### src/m4p_pkg.sv
// ----------------------------------------------------------------------------
// m4p_pkg
// action codes, widths and the determinant sequencer's term table
// ----------------------------------------------------------------------------
package m4p_pkg;

    localparam int DIGIT_MOD = 10;
    localparam int DIM       = 4;
    localparam int VAL_W     = 18;

    typedef enum logic [3:0] {
        ACT_LOADA     = 4'd0,
        ACT_LOADB     = 4'd1,
        ACT_INC       = 4'd2,
        ACT_DEC       = 4'd3,
        ACT_MUL       = 4'd4,
        ACT_ADD       = 4'd5,
        ACT_SUB       = 4'd6,
        ACT_DET       = 4'd7,
        ACT_TRANSPOSE = 4'd8,
        ACT_ROWMIN    = 4'd9,
        ACT_COLMAX    = 4'd10
    } action_t;

    localparam logic [1:0] SRC_A    = 2'd0;
    localparam logic [1:0] SRC_B    = 2'd1;
    localparam logic [1:0] SRC_BOTH = 2'd2;

    // one determinant term: sign and column of rows 0..3 (a permutation)
    typedef struct packed {
        logic       neg;
        logic [1:0] c0;
        logic [1:0] c1;
        logic [1:0] c2;
        logic [1:0] c3;
    } det_term_t;

    // the 24 permutations of the leibniz expansion, equal to cofactor form
    function automatic det_term_t det_term(input logic [4:0] idx);
        det_term_t t;
        t = '0;
        unique case (idx)
            5'd0:  t = '{1'b0, 2'd0, 2'd1, 2'd2, 2'd3};
            5'd1:  t = '{1'b1, 2'd0, 2'd1, 2'd3, 2'd2};
            5'd2:  t = '{1'b1, 2'd0, 2'd2, 2'd1, 2'd3};
            5'd3:  t = '{1'b0, 2'd0, 2'd2, 2'd3, 2'd1};
            5'd4:  t = '{1'b0, 2'd0, 2'd3, 2'd1, 2'd2};
            5'd5:  t = '{1'b1, 2'd0, 2'd3, 2'd2, 2'd1};
            5'd6:  t = '{1'b1, 2'd1, 2'd0, 2'd2, 2'd3};
            5'd7:  t = '{1'b0, 2'd1, 2'd0, 2'd3, 2'd2};
            5'd8:  t = '{1'b0, 2'd1, 2'd2, 2'd0, 2'd3};
            5'd9:  t = '{1'b1, 2'd1, 2'd2, 2'd3, 2'd0};
            5'd10: t = '{1'b1, 2'd1, 2'd3, 2'd0, 2'd2};
            5'd11: t = '{1'b0, 2'd1, 2'd3, 2'd2, 2'd0};
            5'd12: t = '{1'b0, 2'd2, 2'd0, 2'd1, 2'd3};
            5'd13: t = '{1'b1, 2'd2, 2'd0, 2'd3, 2'd1};
            5'd14: t = '{1'b1, 2'd2, 2'd1, 2'd0, 2'd3};
            5'd15: t = '{1'b0, 2'd2, 2'd1, 2'd3, 2'd0};
            5'd16: t = '{1'b0, 2'd2, 2'd3, 2'd0, 2'd1};
            5'd17: t = '{1'b1, 2'd2, 2'd3, 2'd1, 2'd0};
            5'd18: t = '{1'b1, 2'd3, 2'd0, 2'd1, 2'd2};
            5'd19: t = '{1'b0, 2'd3, 2'd0, 2'd2, 2'd1};
            5'd20: t = '{1'b0, 2'd3, 2'd1, 2'd0, 2'd2};
            5'd21: t = '{1'b1, 2'd3, 2'd1, 2'd2, 2'd0};
            5'd22: t = '{1'b1, 2'd3, 2'd2, 2'd0, 2'd1};
            5'd23: t = '{1'b0, 2'd3, 2'd2, 2'd1, 2'd0};
            default: t = '0;
        endcase
        return t;
    endfunction

endpackage

### src/matrix4_pair_unit.sv
// ----------------------------------------------------------------------------
// matrix4_pair_unit
// two 4x4 digit matrices with a shared step unit for matrix commands
// ----------------------------------------------------------------------------
// loads complete on the accept; inc/dec then sweep the store of both matrices (one entry a cycle)
// mul: per element, 3 multiply-accumulate steps, the 4th product added on emit
// det: 24 terms per matrix (4 multiply steps, 1 add each), then an emit
// add, sub, transposed elements: a read step then emit; rowmin, colmax: a compare pass then emit, per result
// one item at a time, not ready while busy; output register holds a result until taken
// reset (rst_n low, async): both matrices cleared to zero, sequencer idle
module matrix4_pair_unit
(
    input  logic        clk,
    input  logic        rst_n,
    input  logic        s_tvalid,
    output logic        s_tready,
    input  logic [15:0] s_tdata,   // action[3:0], row[5:4], col[7:6], digit[11:8], zeros
    output logic        m_tvalid,
    input  logic        m_tready,
    output logic [23:0] m_tdata,   // out_row[1:0], out_col[3:2], out_value[21:4], zeros
    output logic [3:0]  m_tuser,   // source[1:0], is_det[2], zeros
    output logic        m_tlast
);

    localparam int VAL_W_L = m4p_pkg::VAL_W;

    typedef enum logic [4:0] {
        ST_IDLE  = 5'b00001,
        ST_SWEEP = 5'b00010,  // inc/dec pass over the store
        ST_READ  = 5'b00100,  // one step of the shared unit: multiply, accumulate or compare
        ST_CALC  = 5'b01000,  // add or subtract one determinant term
        ST_EMIT  = 5'b10000   // wait for output register free
    } state_t;

    state_t state_reg, state_next;

    // matrix store: A at 0..15, B at 16..31; flops, read through a mux
    logic [3:0] mem_reg [32];

    logic [3:0]  act_reg;
    logic [4:0]  idx_reg;          // sweep / term index
    logic        mat_reg;          // which matrix for per-matrix commands
    logic [3:0]  pos_reg;          // element position r*4+c
    logic [1:0]  k_reg;            // inner step
    logic signed [VAL_W_L-1:0] acc_reg;
    logic signed [VAL_W_L-1:0] prod_reg;
    logic [3:0]  ext_reg;          // running min/max
    logic        det_phase_reg;    // det phase: set for det, and for transpose after its element run

    logic              ov_reg;
    logic [1:0]        osrc_reg, orow_reg, ocol_reg;
    logic              odet_reg, olast_reg;
    logic signed [VAL_W_L-1:0] oval_reg;

    logic [3:0] in_act;
    logic [1:0] in_row, in_col;
    logic [3:0] in_dig;
    assign in_act = s_tdata[3:0];
    assign in_row = s_tdata[5:4];
    assign in_col = s_tdata[7:6];
    assign in_dig = s_tdata[11:8];

    assign s_tready = (state_reg == ST_IDLE);
    assign m_tvalid = ov_reg;
    assign m_tdata  = {2'b00, oval_reg, ocol_reg, orow_reg};
    assign m_tuser  = {1'b0, odet_reg, osrc_reg};
    assign m_tlast  = olast_reg;

    wire out_free = !ov_reg || m_tready;
    wire [1:0] r = pos_reg[3:2];
    wire [1:0] c = pos_reg[1:0];
    m4p_pkg::det_term_t term;
    assign term = m4p_pkg::det_term(idx_reg);

    // operand selection for the shared unit
    logic [4:0] addr_a, addr_b;
    logic [1:0] dcol;
    always_comb
    begin
        unique case (k_reg)
            2'd0: dcol = term.c0;
            2'd1: dcol = term.c1;
            2'd2: dcol = term.c2;
            default: dcol = term.c3;
        endcase
        addr_a = {mat_reg, r, c};
        addr_b = {1'b1, r, c};
        unique case (act_reg)
            m4p_pkg::ACT_MUL:
            begin
                addr_a = {1'b0, r, k_reg};
                addr_b = {1'b1, k_reg, c};
            end
            m4p_pkg::ACT_DET, m4p_pkg::ACT_TRANSPOSE:
            begin
                // transposed det equals det; read row k, column from term
                addr_a = {mat_reg, k_reg, dcol};
                if (act_reg == m4p_pkg::ACT_TRANSPOSE && !det_phase_reg)
                    addr_a = {mat_reg, c, r};
            end
            m4p_pkg::ACT_ROWMIN: addr_a = {mat_reg, r, k_reg};
            m4p_pkg::ACT_COLMAX: addr_a = {mat_reg, k_reg, c};
            default: ;
        endcase
    end

    logic [3:0] va, vb, vs;
    always_comb
    begin
        va = mem_reg[addr_a];
        vb = mem_reg[addr_b];
        vs = mem_reg[{mat_reg, pos_reg}];
    end

    // shared unit: one small multiply by a digit, accumulate or compare
    logic signed [VAL_W_L-1:0] mul_in;
    logic signed [VAL_W_L-1:0] mul_out;
    always_comb
    begin
        mul_in = (act_reg == m4p_pkg::ACT_MUL) ? VAL_W_L'(signed'({1'b0, vb}))
                 : ((k_reg == 2'd0) ? VAL_W_L'(1) : prod_reg);
        mul_out = VAL_W_L'(mul_in * signed'({1'b0, va}));
    end

    wire is_det_act = (act_reg == m4p_pkg::ACT_DET) ||
                      (act_reg == m4p_pkg::ACT_TRANSPOSE && det_phase_reg);

    // commands whose results combine both matrices
    wire pair_act = (act_reg == m4p_pkg::ACT_MUL) || (act_reg == m4p_pkg::ACT_ADD) ||
                    (act_reg == m4p_pkg::ACT_SUB);

    // the result being emitted ends the command
    wire emit_last = is_det_act ? mat_reg
                     : (pos_reg == 4'd15 && act_reg != m4p_pkg::ACT_TRANSPOSE &&
                        (mat_reg || pair_act));

    always_ff @(posedge clk or negedge rst_n)
    begin
        if (!rst_n)
        begin
            state_reg <= ST_IDLE;
            ov_reg <= 1'b0;
            for (int i = 0; i < 32; i++)
                mem_reg[i] <= '0;
            act_reg <= '0;
            idx_reg <= '0;
            mat_reg <= 1'b0;
            pos_reg <= '0;
            k_reg <= '0;
            acc_reg <= '0;
            prod_reg <= '0;
            ext_reg <= '0;
            det_phase_reg <= 1'b0;
            osrc_reg <= '0;
            orow_reg <= '0;
            ocol_reg <= '0;
            odet_reg <= 1'b0;
            olast_reg <= 1'b0;
            oval_reg <= '0;
        end
        else
        begin
            if (state_reg == ST_EMIT && out_free)
                ov_reg <= 1'b1;
            else if (m_tready)
                ov_reg <= 1'b0;
            unique case (state_reg)
                ST_IDLE:
                    if (s_tvalid)
                    begin
                        act_reg <= in_act;
                        idx_reg <= '0;
                        mat_reg <= 1'b0;
                        pos_reg <= '0;
                        k_reg <= '0;
                        det_phase_reg <= (in_act == m4p_pkg::ACT_DET);
                        acc_reg <= '0;
                        if (in_act == m4p_pkg::ACT_LOADA || in_act == m4p_pkg::ACT_LOADB)
                            mem_reg[{in_act[0], in_row, in_col}] <=
                                (in_dig > 4'd9) ? 4'd9 : in_dig;
                        else if (in_act == m4p_pkg::ACT_INC || in_act == m4p_pkg::ACT_DEC)
                            state_reg <= ST_SWEEP;
                        else if (in_act >= m4p_pkg::ACT_MUL &&
                                 in_act <= m4p_pkg::ACT_COLMAX)
                            state_reg <= ST_READ;
                    end
                ST_SWEEP:
                begin
                    if (act_reg == m4p_pkg::ACT_INC)
                        mem_reg[idx_reg] <= (mem_reg[idx_reg] == 4'd9) ? 4'd0
                                            : mem_reg[idx_reg] + 4'd1;
                    else
                        mem_reg[idx_reg] <= (mem_reg[idx_reg] == 4'd0) ? 4'd9
                                            : mem_reg[idx_reg] - 4'd1;
                    idx_reg <= idx_reg + 5'd1;
                    if (idx_reg == 5'd31)
                        state_reg <= ST_IDLE;
                end
                ST_READ:
                begin
                    // per-element steps of the shared unit
                    priority case (1'b1)
                        (act_reg == m4p_pkg::ACT_MUL):
                        begin
                            // the fourth product is added on emit
                            acc_reg <= acc_reg + mul_out;
                            k_reg <= k_reg + 2'd1;
                            if (k_reg == 2'd2)
                                state_reg <= ST_EMIT;
                        end
                        is_det_act:
                        begin
                            prod_reg <= mul_out;
                            k_reg <= k_reg + 2'd1;
                            if (k_reg == 2'd3)
                                state_reg <= ST_CALC;
                        end
                        (act_reg == m4p_pkg::ACT_ROWMIN):
                        begin
                            if (k_reg == 2'd0 || va < ext_reg)
                                ext_reg <= va;
                            k_reg <= k_reg + 2'd1;
                            if (k_reg == 2'd3)
                                state_reg <= ST_EMIT;
                        end
                        (act_reg == m4p_pkg::ACT_COLMAX):
                        begin
                            if (k_reg == 2'd0 || va > ext_reg)
                                ext_reg <= va;
                            k_reg <= k_reg + 2'd1;
                            if (k_reg == 2'd3)
                                state_reg <= ST_EMIT;
                        end
                        default:
                            state_reg <= ST_EMIT;   // add, sub, transpose element
                    endcase
                end
                ST_CALC:
                begin
                    acc_reg <= term.neg ? acc_reg - prod_reg : acc_reg + prod_reg;
                    idx_reg <= idx_reg + 5'd1;
                    state_reg <= (idx_reg == 5'd23) ? ST_EMIT : ST_READ;
                end
                ST_EMIT:
                    if (out_free)
                    begin
                        odet_reg <= is_det_act;
                        osrc_reg <= pair_act ? m4p_pkg::SRC_BOTH
                                    : (mat_reg ? m4p_pkg::SRC_B : m4p_pkg::SRC_A);
                        orow_reg <= is_det_act ? 2'd0 : r;
                        ocol_reg <= is_det_act ? 2'd0 : c;
                        olast_reg <= emit_last;
                        k_reg <= '0;
                        acc_reg <= '0;
                        idx_reg <= '0;
                        state_reg <= emit_last ? ST_IDLE : ST_READ;
                        priority case (1'b1)
                            (act_reg == m4p_pkg::ACT_MUL):
                                oval_reg <= acc_reg + mul_out;
                            (act_reg == m4p_pkg::ACT_ADD):
                                oval_reg <= VAL_W_L'(va) + VAL_W_L'(vb);
                            (act_reg == m4p_pkg::ACT_SUB):
                                oval_reg <= VAL_W_L'(va) - VAL_W_L'(vb);
                            is_det_act:
                                oval_reg <= acc_reg;
                            (act_reg == m4p_pkg::ACT_ROWMIN):
                                oval_reg <= VAL_W_L'(vs) - VAL_W_L'(ext_reg);
                            (act_reg == m4p_pkg::ACT_COLMAX):
                                oval_reg <= VAL_W_L'(vs) + VAL_W_L'(ext_reg);
                            default:
                                oval_reg <= VAL_W_L'(va);   // transposed element
                        endcase
                        // advance position / matrix
                        if (is_det_act)
                        begin
                            pos_reg <= '0;
                            mat_reg <= 1'b1;
                            if (act_reg == m4p_pkg::ACT_TRANSPOSE)
                                det_phase_reg <= 1'b0;
                        end
                        else if (pos_reg == 4'd15)
                        begin
                            pos_reg <= '0;
                            if (act_reg == m4p_pkg::ACT_TRANSPOSE)
                                det_phase_reg <= 1'b1;
                            else if (!emit_last)
                                mat_reg <= 1'b1;
                        end
                        else
                            pos_reg <= pos_reg + 4'd1;
                    end
                default: state_reg <= ST_IDLE;
            endcase
        end
    end

endmodule

### config.mk
export PLATFORM = sky130hd
export DESIGN_NAME = matrix4_pair_unit
export DESIGN_NICKNAME = d
export VERILOG_FILES = /design/src/m4p_pkg.sv /design/src/matrix4_pair_unit.sv
export SDC_FILE = /design/constraint.sdc
export NUM_CORES = 1
export LEC_CHECK = 0
export ABC_AREA = 1
export BUFFER_PORTS_ARGS = -buffer_cell sky130_fd_sc_hd__buf_2
export CAP_MARGIN = 15
export CORE_ASPECT_RATIO = 2
export CORE_MARGIN = 10
export CORE_UTILIZATION = 40
export CTS_CLUSTER_DIAMETER = 60
export DETAILED_ROUTE_END_ITERATION = 16
export PLACE_DENSITY = 0.65
export SYNTH_ARGS = -nofsm -noshare
export SYNTH_HDL_FRONTEND = slang
export SYNTH_SLANG_ARGS = --single-unit
### constraint.sdc
create_clock -name clk -period 16.8 [get_ports clk]
set_input_delay 1.68 -clock clk [delete_from_list [all_inputs] [get_ports clk]]
set_output_delay 1.68 -clock clk [all_outputs]
set_load 0.005 [all_outputs]
# Word-level counts from Yosys, hierarchy flattened
# Memory sizes are Yosys's and may differ from the RTL's.
# Cells that the tools add are included.
[op_classes]
bitwise_logic = 7
eq_ne = 40
n_div = 0
shifts = 0
mux = 99
addsub = 12
mul = 1
reduce_logical = 44
order_cmp = 12
[ops]
columns = ["operator", "count"]
rows = [
  ["$bwmux 128", 3],
  ["$mux 128", 3],
  ["$pmux 128 s2", 1],
  ["$mux 18", 11],
  ["$mux 4", 23],
  ["$mux 5", 17],
  ["$bmux 4 s5", 4],
  ["$pmux 18 s4", 1],
  ["$demux 4 s5", 2],
  ["$add 18x18->18", 2],
  ["$ge 6x6->1 const B", 5],
  ["$not 5->6", 5],
  ["$pmux 5 s5", 1],
  ["$eq 4x3->1 const B", 5],
  ["$eq 4x4->1 const B", 5],
  ["$pmux 5 s4", 1],
  ["$mul 18x5->18", 1],
  ["$mux 2", 9],
  ["$sub 18x18->18", 1],
  ["$mux 1", 16],
  ["$eq 5x5->1 const B", 3],
  ["$pmux 5 s3", 1],
  ["$eq 4x2->1 const B", 3],
  ["$lt 6x1->1 const B", 2],
  ["other kinds (45)", 90],
]
[word_totals]
reg_bits = 217
out_inout_bits = 31
latchBits = 0
romBits = 288
n_memories = 1
ramBits = 0
input_bits = 20
[mem_list]
columns = ["name", "words", "word_bits", "rd", "rd_ports_with_merged_regs", "write_ports", "line", "text"]
rows = [
  ["(no name shown)", 32, 9, 1, 0, 0, "m4p_pkg.sv:42", "unique case (idx)"],
]

# Logic depth before layout (Yosys ltp)
[depth]
word_depth = 14
ltp_mapped = 60
depth_no_buf = 55

# Worst setup path after synthesis
# No wires, ideal clock.
[synth_path]
kind = "flip-flop to flip-flop"
from = "reg idx_reg[1]"
to = "reg oval_reg[17]"
setup_time_ns = 0.074
required_ns = 16.726
period_less_slack_ns = 8.094
t_arrival_ns = 8.020
path_stages_with_launch = 57
path_slack_ns = 8.706
path_cell_list = "dfrtp_1 -> buf_2 -> inv_1 -> buf_2 -> buf_2 -> ha_1 -> inv_1 -> nand2_1 -> o211ai_1 -> nor2_1 -> nor2_1 -> nand2_1 -> nand2_2 -> nand2_4 -> buf_6 -> buf_4 -> nand3_1 -> nand3_1 -> [21 not listed] -> a21oi_1 -> o21bai_1 -> a21oi_1 -> nor2_1 -> nor2_1 -> xnor2_1 -> ha_1 -> inv_1 -> nor4_1 -> inv_1 -> nor4_1 -> o21ai_0 -> nand3_1 -> xor2_1 -> inv_1 -> nand3_2 -> nand3_1 -> a21oi_2"
[synth_lines]
columns = ["item", "line", "text"]
rows = [
  ["from (decl)", "matrix4_pair_unit.sv:41", "logic [4:0] idx_reg;"],
  ["from (signal assigned)", "matrix4_pair_unit.sv:195", "idx_reg <= idx_reg + 5'd1;"],
  ["from (signal assigned)", "matrix4_pair_unit.sv:241", "idx_reg <= idx_reg + 5'd1;"],
  ["$mem_v2 32x9", "--", ""],
  ["$pmux 2 s3", "matrix4_pair_unit.sv:80", "unique case (k_reg)"],
  ["$mux 4", "matrix4_pair_unit.sv:98", "if (act_reg == m4p_pkg::ACT_TRANSPOSE && !det_phase_reg)"],
  ["$pmux 5 s4", "matrix4_pair_unit.sv:88", "unique case (act_reg)"],
  ["$not 5->6 (implied by the code)", "matrix4_pair_unit.sv:110", "va = mem_reg[addr_a];"],
  ["$bmux 4 s5", "matrix4_pair_unit.sv:110", ""],
  ["$mux 4 (implied by the code) (2 in a row)", "matrix4_pair_unit.sv:110", ""],
  ["net va[2]", "matrix4_pair_unit.sv:107", "logic [3:0] va, vb, vs;"],
  ["$mul 18x5->18", "matrix4_pair_unit.sv:122", "mul_out = VAL_W_L'(mul_in * signed'({1'b0, va}));"],
  ["net mul_out[16]", "matrix4_pair_unit.sv:117", "logic signed [VAL_W_L-1:0] mul_out;"],
  ["$add 18x18->18", "matrix4_pair_unit.sv:259", "oval_reg <= acc_reg + mul_out;"],
  ["$mux 18", "matrix4_pair_unit.sv:257", "priority case (1'b1)"],
  ["to (signal assigned)", "matrix4_pair_unit.sv:259", ""],
  ["to (signal assigned)", "matrix4_pair_unit.sv:261", "oval_reg <= VAL_W_L'(va) + VAL_W_L'(vb);"],
  ["to (signal assigned)", "matrix4_pair_unit.sv:263", "oval_reg <= VAL_W_L'(va) - VAL_W_L'(vb);"],
  ["to (decl)", "matrix4_pair_unit.sv:53", "logic signed [VAL_W_L-1:0] oval_reg;"],
]
# The timed path passes the listed nets, and every way through them passes these cells. The select of a mux whose other input is x is not followed.
# A chain may end at the register's enable or synchronous reset.

# Worst setup path in the final report
# Same ends and word-level chain as after synthesis.

==> impl_metrics.env <==
export IMPL_drt_iter0_drc=2293
export IMPL_hold_buffers=0
export IMPL_core_area_um2=49930
export IMPL_cp_start_kind="register"
export IMPL_cts_resized=0
export IMPL_hold_start="oval_reg[0]$_DFFE_PN0P_"
export IMPL_grt_pass1_vias=21104
export IMPL_tightest_slew_ns=1.056
export IMPL_fp_row_count=116
export IMPL_worstPathRequired_ns=17.32
export IMPL_die_area_um2=60180
export IMPL_routedWlPerCell_um=23.55
export IMPL_path_max_fanout=66
export IMPL_drt_pass1_iterations=6
export IMPL_clk_latency_ns=0.60
export IMPL_cts_tree="done"
export IMPL_synthFlopType="dfrtp_1"
export IMPL_drtAntennaViolNets=0
export IMPL_peakVddDrop_uv=147.4
export IMPL_fin_ws_ns=5.225
export IMPL_final_common_cell="nand2_1"
export IMPL_fin_crit_sh_pct=68.90
export IMPL_ys_ff_latch=217
export IMPL_die_x_um=178.5
export IMPL_io_pins=51
export IMPL_arrival_ns=12.10
export IMPL_slew_violations=0
export IMPL_reg2reg_from="idx_reg[1]$_DFFE_PN0P_"
export IMPL_rsz0062_at_grt="no"
export IMPL_cts_setup_buffers=0
export IMPL_overflow=0
export IMPL_cpMaxStageDelayCell="xnor2_1"
export IMPL_powerDensity_nw_per_um2=200.6
export IMPL_wl_um=86490
export IMPL_io_buffers=43
export IMPL_final_hold_violation_count=0
export IMPL_slew_limit_headroom_pct=28.88
export IMPL_numCtsBuffers=25
export IMPL_maxCapViolCount=0
export IMPL_synthCells=3036
export IMPL_largest_reg_flops=128
export IMPL_rr_endpoint="oval_reg[17]$_DFFE_PN0P_"
export IMPL_dp_slack_ns=6.089
export IMPL_period_needed_ns=11.58
export IMPL_synth_cell_types=56
export IMPL_cpMostUsedCell="inv_1"
export IMPL_avgSynthCellArea_um2=6.623
export IMPL_grt_pass1_wl_um=128200
export IMPL_hold_path_endpoint="oval_reg[0]$_DFFE_PN0P_"
export IMPL_nets=3171
export IMPL_cts_path_max_buffers=3
export IMPL_path_clk_slew_ns=0.07
export IMPL_antennaDiodeCount=0
export IMPL_rrSetupSlack_ns=5.22
export IMPL_hpwl_um=61510
export IMPL_cts_root_buf="clkbuf_16"
export IMPL_worst_hold_slack_ns=0.4794
export IMPL_fin_worst_skew_ns=0.03886
export IMPL_p_leak_nw=9.821
export IMPL_finalSetupViolCount=0
export IMPL_dr_total_vias=21986
export IMPL_synth_edf_count=0
export IMPL_min_path_cells=2
export IMPL_via_per_inst=5.986
export IMPL_clock_fmax_ghz=0.08639
export IMPL_drive_gt1_share_pct=6.151
export IMPL_chipHeight_um=337.1
export IMPL_reg2regPathDepth=53
export IMPL_crit_start="idx_reg[1]$_DFFE_PN0P_"
export IMPL_layout_common_cells="nand2_1 (491), nor2_1 (482), inv_1 (332), a21oi_1 (332), nand3_1 (255)"
export IMPL_seq_area_frac_synth_pct=27.01
export IMPL_antenna_found_initial=2
export IMPL_async_flop_share_pct=100.0
export IMPL_syn_area_um2=20110
export IMPL_syn2layout_area_growth_pct=7.387
export IMPL_cts_sinks=217
export IMPL_h_tree_depth=1
export IMPL_drc_errors=0
export IMPL_finalSetupTns_ns=0
export IMPL_yosysWarnings=0
export IMPL_status="complete, no violations"
export IMPL_grt_max_degree=97
export IMPL_grt_usage_pct=28.21
export IMPL_crit_type="register to register"
export IMPL_end_kind="register"
export IMPL_hp_class="register to register"
export IMPL_max_stage_delay_ns=0.73
export IMPL_gp_congestion=1.050
export IMPL_initial_core_util_pct=40.27
-- synthesized netlist by cell type, types with 5 or more instances --
| cell type | n | area [µm²] |
|---|---|---|
| a21oi_1 | 332 | 1662 |
| a22o_1 | 12 | 105.1 |
| a22oi_1 | 60 | 450.4 |
| a31oi_1 | 52 | 325.3 |
| a32o_1 | 8 | 80.08 |
| a32oi_1 | 6 | 52.55 |
| buf_2 | 41 | 205.2 |
| buf_4 | 13 | 97.59 |
| buf_6 | 6 | 67.56 |
| clkbuf_1 | 73 | 274.0 |
| clkinv_1 | 11 | 41.29 |
| dfrtp_1 | 216 | 5405 |
| fa_1 | 34 | 680.7 |
| ha_1 | 109 | 1364 |
| inv_1 | 333 | 1250 |
| inv_2 | 13 | 48.80 |
| nand2_1 | 493 | 1851 |
| nand2_2 | 13 | 81.33 |
| nand3_1 | 255 | 1276 |
| nand3b_1 | 5 | 37.54 |
| nand4_1 | 21 | 131.4 |
| nor2_1 | 484 | 1817 |
| nor2_2 | 8 | 50.05 |
| nor3_1 | 24 | 120.1 |
| nor4_1 | 8 | 50.05 |
| o211ai_1 | 15 | 112.6 |
| o21a_1 | 6 | 45.04 |
| o21ai_0 | 229 | 1146 |
| o21ai_1 | 8 | 40.04 |
| o21bai_1 | 13 | 97.59 |
| o221ai_1 | 10 | 87.58 |
| o22ai_1 | 18 | 112.6 |
| o31ai_1 | 5 | 37.54 |
| or2_2 | 7 | 43.79 |
| xnor2_1 | 12 | 105.1 |
| xor2_1 | 46 | 402.9 |
-- layer usage --
metal  up-vias  wire length, µm  GRT usage, %
li1      10102                -             -
met1     10265            26540         26.98
met2      1160            43170         49.34
met3       455             6821         4.840
met4         4             9931         27.34
met5         -               31        0.2547
-- worst max path at each step --
stage                                to  slack [ns]  depth (start not counted)
2_1_floorplan  oval_reg[17]$_DFFE_PN0P_        8.71                         56
3_3_place_gp   oval_reg[17]$_DFFE_PN0P_        6.25                         53
3_5_place_dp   oval_reg[17]$_DFFE_PN0P_        6.09                         53
4_1_cts        oval_reg[17]$_DFFE_PN0P_        6.00                         53
5_1_grt        oval_reg[17]$_DFFE_PN0P_        4.55                         55
6_report       oval_reg[17]$_DFFE_PN0P_        5.22                         53
-- area by class of cell --
cell class / count / area [µm²]
Clock buffer: 32 / 671.9
Multi-Input combinational cell: 2327 / 12720
Tap cell: 649 / 812.0
Inverter: 357 / 1340
Fill cell: 5415 / 28340
Timing Repair Buffer: 80 / 500.5
Sequential cell: 217 / 5433
Clock inverter: 11 / 112.6
-- worst max-delay path: cells and delay by family (launching register included) --
family,cells,cell delay (ns)
adder cells (fa/ha/maj),6,2.18
buffers and inverters,10,2.09
AO/OA/AOI/OAI,14,2.21
flip-flops,1,0.58
XOR/XNOR,2,0.96
AND/OR/NAND/NOR,21,3.31
-- through the flow --
stage | area [µm²] | util (%) | power, mW | cells
3_3_place_gp | 20800 | 41.67 | 3.638 | 3629
3_5_place_dp | 20800 | 41.67 | 3.663 | 3629
4_1_cts | 21590 | 43.24 | 4.223 | 3672
6_report | 21590 | 43.25 | 4.331 | 3673
5_1_grt | 21590 | 43.25 | 4.608 | 3673
2_1_floorplan | 20110 | - | 2.763 | 3038
-- power by group --
| part | internal [mW] | switching, mW | leakage (nW) |
|---|---|---|---|
| Combinational | 0.838 | 2.05 | 6.59 |
| Clock | 0.300 | 0.257 | 0.385 |
| Sequential | 0.684 | 0.203 | 2.85 |
-- cell families (layout without fill, tap and decap cells) --
group / count (synthesis) / after routing / synth area share, %
adder cells (fa/ha/maj): 143 / 143 / 10.17
AND/OR/NAND/NOR: 1326 / 1326 / 27.57
multiplexers: 1 / 1 / 0.05600
XOR/XNOR: 58 / 58 / 2.526
flip-flops: 217 / 217 / 27.01
buffers and inverters: 494 / 480 / 10.00
other: 1 / 3 / 0.01865
AO/OA/AOI/OAI: 796 / 796 / 22.64
Power figures use the tool's default switching activity.
